==> src/rtl/rrws_pkg.sv <==
// Shared types and constants of the round-robin I/O wait scheduler.
package rrws_pkg;

    localparam int RRWS_MAX_PROCESSES = 16;

    localparam int ID_W   = 4;
    localparam int CLK_W  = 32;
    localparam int SWO_W  = 8;
    localparam int IOL_W  = 16;
    localparam int STAT_W = 3;
    localparam int ELAP_W = 16;
    localparam int CFG_W  = 16;

    localparam logic [SWO_W-1:0] SWO_RESET = 8'd5;
    localparam logic [IOL_W-1:0] IOL_RESET = 16'd28;

    localparam logic CFG_SWITCH_OVERHEAD = 1'b0;
    localparam logic CFG_IO_LATENCY      = 1'b1;

    typedef enum logic [1:0] {
        OP_ADMIT    = 2'd0,
        OP_DISPATCH = 2'd1,
        OP_REPORT   = 2'd2
    } op_t;

    localparam logic [STAT_W-1:0] ST_SLICE_END = 3'd0;
    localparam logic [STAT_W-1:0] ST_READ      = 3'd6;

    typedef enum logic [1:0] {
        ALU_ADD,
        ALU_SUB,
        ALU_SATADD
    } alu_op_t;

endpackage

==> src/rtl/rrws_ram.sv <==
// Generic single-write, single-read RAM with registered read data.
module rrws_ram #(
    parameter int WIDTH = 32,
    parameter int DEPTH = 16
) (
    input  logic                     clk,
    input  logic                     we,
    input  logic [$clog2(DEPTH)-1:0] waddr,
    input  logic [WIDTH-1:0]         wdata,
    input  logic [$clog2(DEPTH)-1:0] raddr,
    output logic [WIDTH-1:0]         rdata
);

    logic [WIDTH-1:0] mem [DEPTH];

    always_ff @(posedge clk)
    begin
        if (we)
        begin
            mem[waddr] <= wdata;
        end
        rdata <= mem[raddr];
    end

endmodule

==> src/rtl/rrws_alu.sv <==
// Shared 32-bit add, subtract-compare and saturating-add unit.
module rrws_alu
    import rrws_pkg::*;
(
    input  alu_op_t          op,
    input  logic [CLK_W-1:0] a,
    input  logic [CLK_W-1:0] b,
    output logic [CLK_W-1:0] y,
    output logic             flag
);

    logic [CLK_W:0] sum;
    logic [CLK_W:0] diff;

    always_comb
    begin
        sum  = {1'b0, a} + {1'b0, b};
        diff = {1'b0, a} - {1'b0, b};
        unique case (op)
            ALU_ADD:
            begin
                y    = sum[CLK_W-1:0];
                flag = sum[CLK_W];
            end
            ALU_SUB:
            begin
                y    = diff[CLK_W-1:0];
                flag = diff[CLK_W];  // borrow: a < b
            end
            ALU_SATADD:
            begin
                y    = sum[CLK_W] ? {CLK_W{1'b1}} : sum[CLK_W-1:0];
                flag = sum[CLK_W];
            end
            default:
            begin
                y    = sum[CLK_W-1:0];
                flag = 1'b0;
            end
        endcase
    end

endmodule

==> src/rtl/round_robin_io_wait_scheduler.sv <==
// Round-robin process scheduler with an I/O wait queue: top level.
//
// One item is worked at a time; s_tready is high only while the sequencer is idle.
// An admit writes the queue and per-process memories. A dispatch pops the ready queue and
// adds the stamp difference to the wait total. A report adds the elapsed time, then the
// switch overhead, moves due waiters to the ready queue, acts on the status and then
// dispatches. A report with nothing running, a dispatch while a process runs, or an unused
// operation goes straight to the output step. Moving a waiter takes a compare, a subtract
// and an accumulate step; a wait head not yet due stops at its compare. A dispatch that
// finds the ready queue empty while waiters remain first takes an idle-forward step. The
// single shared 32-bit adder does the elapsed-time and overhead clock advances, stamp
// differences, due-time compares and saturating totals; the queue and per-process
// memories have registered reads. A finished result waits in the output register while
// the next item is taken. A new result is held back until the previous one is accepted,
// so a receiver stall adds to the item time. No clearing pass is needed after reset.
module round_robin_io_wait_scheduler
    import rrws_pkg::*;
#(
    parameter int MAX_PROCESSES = RRWS_MAX_PROCESSES
) (
    input  logic         clk,
    input  logic         rst_n,
    input  logic         cfg_we,
    input  logic         cfg_index,
    input  logic [15:0]  cfg_data,
    input  logic         s_tvalid,
    output logic         s_tready,
    input  logic [23:0]  s_tdata,   // process_id[3:0], elapsed_cycles[19:4], return_status[22:20]
    input  logic [1:0]   s_tuser,   // operation[1:0]
    output logic         m_tvalid,
    input  logic         m_tready,
    output logic [111:0] m_tdata,   // running_process[3:0], all_done[4], retired_process[8:5],
                                    // retired_wait_time[40:9], retired_io_time[72:41],
                                    // clock_now[104:73]
    output logic [1:0]   m_tuser    // running_valid[0], retired_valid[1]
);

    localparam int PW = $clog2(MAX_PROCESSES);
    localparam int CW = $clog2(MAX_PROCESSES + 1);
    localparam int OW = 105;

    typedef enum logic [4:0] {
        S_IDLE, S_ADMIT,
        S_REP_ADD, S_REP_OVH, S_REP_ADDR, S_REP_ACT,
        S_DSP_CHK, S_FWD, S_DSP_SEL, S_DSP_POP, S_DSP_SUB, S_DSP_ACC,
        S_DRN_CHK, S_DRN_CMP, S_DRN_SUB, S_DRN_ACC,
        S_DONE
    } state_t;

    state_t            state_reg;
    logic [SWO_W-1:0]  swo_reg;
    logic [IOL_W-1:0]  iol_reg;
    logic [CLK_W-1:0]  clock_reg;
    logic [PW-1:0]     rq_head_reg;
    logic [CW-1:0]     rq_cnt_reg;
    logic [PW-1:0]     wq_head_reg;
    logic [CW-1:0]     wq_cnt_reg;
    logic              cur_valid_reg;
    logic [PW-1:0]     cur_proc_reg;
    logic [PW-1:0]     p_reg;
    logic [CLK_W-1:0]  tmp_reg;
    logic              drn_ret_rep_reg;

    logic [ID_W-1:0]   pid_reg;
    logic [ELAP_W-1:0] elap_reg;
    logic [STAT_W-1:0] stat_reg;

    logic              run_v_reg;
    logic [ID_W-1:0]   run_p_reg;
    logic              ret_v_reg;
    logic [ID_W-1:0]   ret_p_reg;
    logic [CLK_W-1:0]  ret_w_reg;
    logic [CLK_W-1:0]  ret_io_reg;

    logic              m_tvalid_reg;
    logic [OW-1:0]     m_tdata_reg;
    logic [1:0]        m_tuser_reg;

    alu_op_t           alu_op;
    logic [CLK_W-1:0]  alu_a;
    logic [CLK_W-1:0]  alu_b;
    logic [CLK_W-1:0]  alu_y;
    logic              alu_flag;

    logic              rq_we;
    logic [PW-1:0]     rq_wdata;
    logic [PW-1:0]     rq_rdata;
    logic              wq_we;
    logic [PW-1:0]     wq_id_rdata;
    logic [CLK_W-1:0]  wq_done_rdata;
    logic              stamp_we;
    logic              wtot_we;
    logic              iotot_we;
    logic [CLK_W-1:0]  wtot_wdata;
    logic [CLK_W-1:0]  iotot_wdata;
    logic [PW-1:0]     pp_waddr;
    logic [PW-1:0]     pp_raddr;
    logic [CLK_W-1:0]  stamp_rdata;
    logic [CLK_W-1:0]  wtot_rdata;
    logic [CLK_W-1:0]  iotot_rdata;

    logic              rq_room;
    logic              wq_room;
    logic              admit_ok;
    logic [PW-1:0]     pid_idx;
    logic [PW-1:0]     rq_slot;
    logic [PW-1:0]     wq_slot;
    logic              in_acc;
    logic              out_free;

    function automatic logic [PW-1:0] slot_of(input logic [PW-1:0] h, input logic [CW-1:0] c);
        logic [CW:0] s;
        begin
            s = (CW+1)'(h) + (CW+1)'(c);
            if (s >= (CW+1)'(MAX_PROCESSES))
            begin
                s = s - (CW+1)'(MAX_PROCESSES);
            end
            slot_of = PW'(s);
        end
    endfunction

    assign rq_room  = rq_cnt_reg < CW'(MAX_PROCESSES);
    assign wq_room  = wq_cnt_reg < CW'(MAX_PROCESSES);
    assign pid_idx  = PW'(pid_reg);
    assign admit_ok = (32'(pid_reg) < 32'(MAX_PROCESSES)) && rq_room;
    assign rq_slot  = slot_of(rq_head_reg, rq_cnt_reg);
    assign wq_slot  = slot_of(wq_head_reg, wq_cnt_reg);
    assign s_tready = (state_reg == S_IDLE);
    assign in_acc   = s_tvalid && s_tready;
    assign out_free = !m_tvalid_reg || m_tready;

    assign m_tvalid = m_tvalid_reg;
    assign m_tdata  = {7'b0, m_tdata_reg};
    assign m_tuser  = m_tuser_reg;

    rrws_alu u_alu (
        .op   (alu_op),
        .a    (alu_a),
        .b    (alu_b),
        .y    (alu_y),
        .flag (alu_flag)
    );

    always_comb
    begin
        alu_op = ALU_ADD;
        alu_a  = clock_reg;
        alu_b  = '0;
        unique case (state_reg)
            S_REP_ADD: alu_b = 32'(elap_reg);
            S_REP_OVH: alu_b = 32'(swo_reg);
            S_REP_ACT: alu_b = 32'(iol_reg);
            S_DRN_CMP, S_FWD:
            begin
                alu_op = ALU_SUB;
                alu_b  = wq_done_rdata;
            end
            S_DRN_SUB, S_DSP_SUB:
            begin
                alu_op = ALU_SUB;
                alu_b  = stamp_rdata;
            end
            S_DRN_ACC:
            begin
                alu_op = ALU_SATADD;
                alu_a  = iotot_rdata;
                alu_b  = tmp_reg;
            end
            S_DSP_ACC:
            begin
                alu_op = ALU_SATADD;
                alu_a  = wtot_rdata;
                alu_b  = tmp_reg;
            end
            default: alu_b = '0;
        endcase
    end

    always_comb
    begin
        rq_we       = 1'b0;
        rq_wdata    = p_reg;
        wq_we       = 1'b0;
        stamp_we    = 1'b0;
        wtot_we     = 1'b0;
        iotot_we    = 1'b0;
        wtot_wdata  = alu_y;
        iotot_wdata = alu_y;
        pp_waddr    = p_reg;
        pp_raddr    = p_reg;
        unique case (state_reg)
            S_ADMIT:
            begin
                pp_waddr    = pid_idx;
                rq_wdata    = pid_idx;
                wtot_wdata  = '0;
                iotot_wdata = '0;
                rq_we       = admit_ok;
                stamp_we    = admit_ok;
                wtot_we     = admit_ok;
                iotot_we    = admit_ok;
            end
            S_DRN_CMP: pp_raddr = wq_id_rdata;
            S_DRN_ACC:
            begin
                rq_we    = 1'b1;
                stamp_we = 1'b1;
                iotot_we = 1'b1;
            end
            S_REP_ADDR: pp_raddr = cur_proc_reg;
            S_REP_ACT:
            begin
                if (stat_reg == ST_SLICE_END)
                begin
                    rq_we    = rq_room;
                    stamp_we = rq_room;
                end
                else if (stat_reg >= ST_READ)
                begin
                    wq_we    = wq_room;
                    stamp_we = wq_room;
                end
            end
            S_DSP_POP: pp_raddr = rq_rdata;
            S_DSP_ACC:
            begin
                stamp_we = 1'b1;
                wtot_we  = 1'b1;
            end
            default: pp_raddr = p_reg;
        endcase
    end

    rrws_ram #(.WIDTH(PW), .DEPTH(MAX_PROCESSES)) u_rq_mem (
        .clk(clk), .we(rq_we), .waddr(rq_slot), .wdata(rq_wdata),
        .raddr(rq_head_reg), .rdata(rq_rdata)
    );

    rrws_ram #(.WIDTH(PW), .DEPTH(MAX_PROCESSES)) u_wq_id_mem (
        .clk(clk), .we(wq_we), .waddr(wq_slot), .wdata(p_reg),
        .raddr(wq_head_reg), .rdata(wq_id_rdata)
    );

    rrws_ram #(.WIDTH(CLK_W), .DEPTH(MAX_PROCESSES)) u_wq_done_mem (
        .clk(clk), .we(wq_we), .waddr(wq_slot), .wdata(alu_y),
        .raddr(wq_head_reg), .rdata(wq_done_rdata)
    );

    rrws_ram #(.WIDTH(CLK_W), .DEPTH(MAX_PROCESSES)) u_stamp_mem (
        .clk(clk), .we(stamp_we), .waddr(pp_waddr), .wdata(clock_reg),
        .raddr(pp_raddr), .rdata(stamp_rdata)
    );

    rrws_ram #(.WIDTH(CLK_W), .DEPTH(MAX_PROCESSES)) u_wtot_mem (
        .clk(clk), .we(wtot_we), .waddr(pp_waddr), .wdata(wtot_wdata),
        .raddr(pp_raddr), .rdata(wtot_rdata)
    );

    rrws_ram #(.WIDTH(CLK_W), .DEPTH(MAX_PROCESSES)) u_iotot_mem (
        .clk(clk), .we(iotot_we), .waddr(pp_waddr), .wdata(iotot_wdata),
        .raddr(pp_raddr), .rdata(iotot_rdata)
    );

    always_ff @(posedge clk or negedge rst_n)
    begin
        if (!rst_n)
        begin
            state_reg       <= S_IDLE;
            swo_reg         <= SWO_RESET;
            iol_reg         <= IOL_RESET;
            clock_reg       <= '0;
            rq_head_reg     <= '0;
            rq_cnt_reg      <= '0;
            wq_head_reg     <= '0;
            wq_cnt_reg      <= '0;
            cur_valid_reg   <= 1'b0;
            drn_ret_rep_reg <= 1'b0;
            m_tvalid_reg    <= 1'b0;
        end
        else
        begin
            if (cfg_we)
            begin
                if (cfg_index == CFG_SWITCH_OVERHEAD)
                begin
                    swo_reg <= cfg_data[SWO_W-1:0];
                end
                else
                begin
                    iol_reg <= cfg_data[IOL_W-1:0];
                end
            end

            // S_DONE reloads the output register itself
            if (m_tvalid_reg && m_tready && state_reg != S_DONE)
            begin
                m_tvalid_reg <= 1'b0;
            end

            unique case (state_reg)
                S_IDLE:
                begin
                    if (in_acc)
                    begin
                        pid_reg    <= s_tdata[3:0];
                        elap_reg   <= s_tdata[19:4];
                        stat_reg   <= s_tdata[22:20];
                        run_v_reg  <= 1'b0;
                        run_p_reg  <= '0;
                        ret_v_reg  <= 1'b0;
                        ret_p_reg  <= '0;
                        ret_w_reg  <= '0;
                        ret_io_reg <= '0;
                        unique case (s_tuser)
                            OP_ADMIT:    state_reg <= S_ADMIT;
                            OP_DISPATCH: state_reg <= cur_valid_reg ? S_DONE : S_DSP_CHK;
                            OP_REPORT:   state_reg <= cur_valid_reg ? S_REP_ADD : S_DONE;
                            default:     state_reg <= S_DONE;
                        endcase
                    end
                end
                S_ADMIT:
                begin
                    if (admit_ok)
                    begin
                        rq_cnt_reg <= rq_cnt_reg + CW'(1);
                    end
                    state_reg <= S_DONE;
                end
                S_REP_ADD:
                begin
                    clock_reg <= alu_y;
                    state_reg <= S_REP_OVH;
                end
                S_REP_OVH:
                begin
                    clock_reg       <= alu_y;
                    cur_valid_reg   <= 1'b0;
                    drn_ret_rep_reg <= 1'b1;
                    state_reg       <= S_DRN_CHK;
                end
                S_DRN_CHK:
                begin
                    if (wq_cnt_reg != '0 && rq_room)
                    begin
                        state_reg <= S_DRN_CMP;
                    end
                    else
                    begin
                        state_reg <= drn_ret_rep_reg ? S_REP_ADDR : S_DSP_SEL;
                    end
                end
                S_DRN_CMP:
                begin
                    if (alu_flag)
                    begin
                        state_reg <= drn_ret_rep_reg ? S_REP_ADDR : S_DSP_SEL;
                    end
                    else
                    begin
                        p_reg       <= wq_id_rdata;
                        wq_head_reg <= slot_of(wq_head_reg, CW'(1));
                        wq_cnt_reg  <= wq_cnt_reg - CW'(1);
                        state_reg   <= S_DRN_SUB;
                    end
                end
                S_DRN_SUB:
                begin
                    tmp_reg   <= alu_y;
                    state_reg <= S_DRN_ACC;
                end
                S_DRN_ACC:
                begin
                    rq_cnt_reg <= rq_cnt_reg + CW'(1);
                    state_reg  <= S_DRN_CHK;
                end
                S_REP_ADDR:
                begin
                    p_reg     <= cur_proc_reg;
                    state_reg <= S_REP_ACT;
                end
                S_REP_ACT:
                begin
                    if (stat_reg == ST_SLICE_END)
                    begin
                        if (rq_room)
                        begin
                            rq_cnt_reg <= rq_cnt_reg + CW'(1);
                        end
                    end
                    else if (stat_reg >= ST_READ)
                    begin
                        if (wq_room)
                        begin
                            wq_cnt_reg <= wq_cnt_reg + CW'(1);
                        end
                    end
                    else
                    begin
                        ret_v_reg  <= 1'b1;
                        ret_p_reg  <= ID_W'(cur_proc_reg);
                        ret_w_reg  <= wtot_rdata;
                        ret_io_reg <= iotot_rdata;
                    end
                    state_reg <= S_DSP_CHK;
                end
                S_DSP_CHK:
                begin
                    if (rq_cnt_reg == '0 && wq_cnt_reg != '0)
                    begin
                        state_reg <= S_FWD;
                    end
                    else
                    begin
                        state_reg <= S_DSP_SEL;
                    end
                end
                S_FWD:
                begin
                    if (alu_flag)
                    begin
                        clock_reg <= wq_done_rdata;
                    end
                    drn_ret_rep_reg <= 1'b0;
                    state_reg       <= S_DRN_CHK;
                end
                S_DSP_SEL:
                begin
                    state_reg <= (rq_cnt_reg == '0) ? S_DONE : S_DSP_POP;
                end
                S_DSP_POP:
                begin
                    p_reg       <= rq_rdata;
                    rq_head_reg <= slot_of(rq_head_reg, CW'(1));
                    rq_cnt_reg  <= rq_cnt_reg - CW'(1);
                    state_reg   <= S_DSP_SUB;
                end
                S_DSP_SUB:
                begin
                    tmp_reg   <= alu_y;
                    state_reg <= S_DSP_ACC;
                end
                S_DSP_ACC:
                begin
                    cur_proc_reg  <= p_reg;
                    cur_valid_reg <= 1'b1;
                    run_v_reg     <= 1'b1;
                    run_p_reg     <= ID_W'(p_reg);
                    state_reg     <= S_DONE;
                end
                S_DONE:
                begin
                    if (out_free)
                    begin
                        m_tvalid_reg <= 1'b1;
                        m_tuser_reg  <= {ret_v_reg, run_v_reg};
                        m_tdata_reg  <= {clock_reg, ret_io_reg, ret_w_reg, ret_p_reg,
                                         (rq_cnt_reg == '0) && (wq_cnt_reg == '0)
                                             && !cur_valid_reg,
                                         run_p_reg};
                        state_reg    <= S_IDLE;
                    end
                end
                default: state_reg <= S_IDLE;
            endcase
        end
    end

endmodule

==> config.mk <==
export PLATFORM = sky130hd
export DESIGN_NAME = round_robin_io_wait_scheduler
export DESIGN_NICKNAME = d
export VERILOG_FILES = /design/src/rtl/rrws_pkg.sv /design/src/rtl/rrws_ram.sv /design/src/rtl/rrws_alu.sv /design/src/rtl/round_robin_io_wait_scheduler.sv
export SDC_FILE = /design/constraint.sdc
export NUM_CORES = 2
export LEC_CHECK = 0
export ABC_AREA = 1
export BUFFER_PORTS_ARGS = -buffer_cell sky130_fd_sc_hd__buf_4
export CAP_MARGIN = 20
export CORE_MARGIN = 3
export CORE_UTILIZATION = 50
export DETAILED_ROUTE_END_ITERATION = 10
export PLACE_DENSITY = 0.66
export RECOVER_POWER = 25
export SETUP_SLACK_MARGIN = 0.05
export SYNTH_ARGS = -nofsm -noshare
export SYNTH_HDL_FRONTEND = slang
export SYNTH_SLANG_ARGS = --single-unit
export TNS_END_PERCENT = 30
==> constraint.sdc <==
create_clock -name clk -period 35.9 [get_ports clk]
set_clock_uncertainty 0.15 [all_clocks]
set_input_delay 1.795 -clock clk [delete_from_list [all_inputs] [get_ports clk]]
set_output_delay 1.795 -clock clk [all_outputs]
set_load 0.02 [all_outputs]
==> run_results.csv <==
group,metric,value,unit
drt,final_antenna_net_count,0,
worst_setup_path,reg2reg_to,"u_wq_done_mem.rdata[16]$_DFF_P_",
cells_and_area,syn2layout_area_growth,11.6,%
clocking,path_clk_slew,0.06,ns
yosys,yosysTopAreaCellShare,64.2,%
clocking,root_buffer,"clkbuf_16",
worst_setup_path,required,36.46,ns
die,pin_count,164,
outcome,run_status,"finished, violations left",
power_and_ir_drop,peakVddDrop,60.6,µV
job,cap_viol_max_count,22,
sta,hold_viol,0,
clocking,cts_buffer_depth,4,
drt,remaining_drc_errors,0,
worst_setup_path,worstRegToRegCells,7,
outcome,violations,"max-capacitance violations, max-slew violations",
drt,dr.pass1.iters,7,
yosys,synth_warnings,0,
global_route,grt_pass1_vias,74600,
yosys,synth_edf_count,2420,
sta,setup_slack,23.38,ns
clocking,postCtsSetupRepairBufs,0,
placement,dpl_cell_area,117000,µm²
placement,io_buffers,155,
worst_setup_path,crit_end,"u_wq_done_mem.rdata[16]$_DFF_P_",
placement,gp_congestion,0.959,
worst_setup_path,crit_type,"register to register",
sta,rsz0062_at_grt,"no",
clocking,cts_tree,"yes",
cells_and_area,fin_area,126000,µm²
sta,final.period_utilization,34.9,%
drt,vias,78900,
yosys,synth_cells,10400,
sta,fmax,0.0798,GHz
yosys,synth.area.top_cells,"edfxtp_1 64%, nand2_1 7.9%, nand3_1 7.7%",
drt,drtIter0Drc,9808,
clocking,cts_buffers,290,
yosys,ys_seq_area_share,68.4,%
worst_hold_path,holdCritPathClass,"register to register",
cells_and_area,drive_gt1_share,7.03,%
global_route,grt_use_total,29.4,%
yosys,synth.avg_cell_area,10.9,µm²
worst_setup_path,critPathMaxFanout,183,
die,die_x,482,µm
drt,viasPerCell,5.80,
worst_hold_path,hold_start,"ret_v_reg$_DFFE_PP_",
sta,slew_violations,983,
clocking,cts_hold_buffers,0,
power_and_ir_drop,power_leakage,50.4,nW
yosys,syn_area,113000,µm²
die,die_h,482,µm
sta,whs,0.266,ns
worst_setup_path,start_kind,"register",
placement,hpwl,195000,µm
global_route,antenna_found_initial,16,
drt,routed_wirelength,346000,µm
clocking,clk_latency,0.95,ns
global_route,grt_overflow,0,
worst_setup_path,crit_path_start,"wq_head_reg[0]$_DFFE_PN0P_",
cells_and_area,fill_cells,18600,
placement,place_ws,27.55,ns
clocking,cts.sinks,2638,
cells_and_area,final_util,56.2,%
sta,worst_slew_pin_slew,5.27,ns
die,dieArea,232000,µm²
worst_setup_path,r2r_start,"wq_head_reg[0]$_DFFE_PN0P_",
yosys,synth-seq-cells,2638,
worst_setup_path,cp.arrival,13.09,ns
sta,setup_viol,0,
sta,layout_min_cycle_time,12.52,ns
die,num_rows,174,
die,start_util,50.3,%
power_and_ir_drop,power,9.96,mW
yosys,ys.flop_type,"edfxtp_1",
cells_and_area,layoutNonFillerInstCount,13600,
yosys,yosys.area.top_type,"edfxtp_1",
die,placeableCoreArea,225000,µm²
drt,wl_per_cell,25.5,µm
yosys,synth-async-reset-ratio,3.11,%
worst_setup_path,r2r_setup_slack,23.38,ns
clocking,cts.htree.levels,5,
yosys,synthDistinctLibCells,61,
placement,dp_cells,13100,
sta,tns,0,ns
global_route,grt_max_degree,215,
clocking,cts.repair.resized,0,
sta,slew_headroom,-251,%
worst_setup_path,critPathCaptureType,"register",
global_route,grt_pass1_wl,499000,µm
power_and_ir_drop,p_per_area,78.8,nW/µm²
cells_and_area,fin_nets,10500,
[kinds of logic after synthesis]
logic type	share of synthesized area, %
AO/OA/AOI/OAI	4.07
XOR/XNOR	0.186
adder cells (fa/ha/maj)	1.03
buffers and inverters	6.28
flip-flops	68.4
multiplexers	0.0597
other	0.00331
AND/OR/NAND/NOR	19.9
[synthesized netlist by cell type, types with 9 or more instances]
master,count
a21oi_1,221
a221oi_1,51
a22o_1,31
buf_1,25
buf_2,292
buf_4,19
clkbuf_1,273
dfrtp_1,77
dfxtp_1,136
edfxtp_1,2420
ha_1,84
inv_1,1140
inv_2,11
nand2_1,2394
nand3_1,1742
nand3b_1,290
nand4_1,41
nor2_1,509
nor3_1,23
nor4_1,13
o21ai_0,323
o21bai_1,13
o221ai_1,40
o22ai_1,82
or2_2,9
xnor2_1,9
xor2_1,15
[critical path: stages (launching register included)]
cell	delay, ns
dfrtp_1	1.27
clkbuf_1	2.24
clkinvlp_2	5.89
buf_4	1.88
o21ai_0	0.31
o22ai_1	0.09
o21ai_0	0.22
nand2_1	0.21
[worst min-delay path by stage]
stage	end	slack, ns	cells past startpoint
floorplan	m_tdata_reg[0]$_DFFE_PP_	0.25	0
global placement	m_tdata_reg[0]$_DFFE_PP_	0.25	0
detailed placement	m_tdata_reg[16]$_DFFE_PP_	0.25	0
CTS	m_tdata_reg[55]$_DFFE_PP_	0.27	0
global route	m_tdata_reg[55]$_DFFE_PP_	0.27	0
finish	m_tuser[1]$_DFFE_PP_	0.27	0
[power breakdown]
group	internal [mW]	total (mW)	switching, mW
clock network	1.74	2.91	1.17
registers	3.92	4.15	0.227
logic	0.695	2.89	2.20
total	6.36	9.96	3.60
[metal layers]
layer  up-vias  wire length [µm]  GRT usage (%)
li1      35500                 -              -
met1     38500            137000           40.3
met2      3949            155000           44.9
met3       846             32800           5.31
met4         8             20600           15.6
met5         -               118              0
[layout make-up]
class                           instances  area [µm²]  area share (%)
Inverter                             1156        4360            3.45
Antenna cell                            7        17.5          0.0139
Clock buffer                          388        8030            6.36
Timing Repair Buffer                  331        2220            1.76
Tap cell                             2992        3740            2.96
Multi-Input combinational cell       5966       29200            23.2
Clock inverter                        117        1220           0.967
Sequential cell                      2638       77500            61.3
[placed cells by master (no fill, tap or decap), types with 43 or more instances in the layout]
| master | instances |
|---|---|
| edfxtp_1 | 2420 |
| nand2_1 | 2394 |
| nand3_1 | 1742 |
| inv_1 | 1138 |
| nor2_1 | 437 |
| o21ai_0 | 323 |
| clkbuf_16 | 297 |
| nand3b_1 | 290 |
| a21oi_1 | 212 |
| clkbuf_1 | 198 |
| buf_4 | 153 |
| dfxtp_1 | 136 |
| ha_1 | 84 |
| o22ai_1 | 82 |
| dfrtp_1 | 74 |
| nor2_4 | 67 |
| a221oi_1 | 51 |
| clkinv_2 | 43 |
Note: power is estimated with default switching activity, not from simulation.
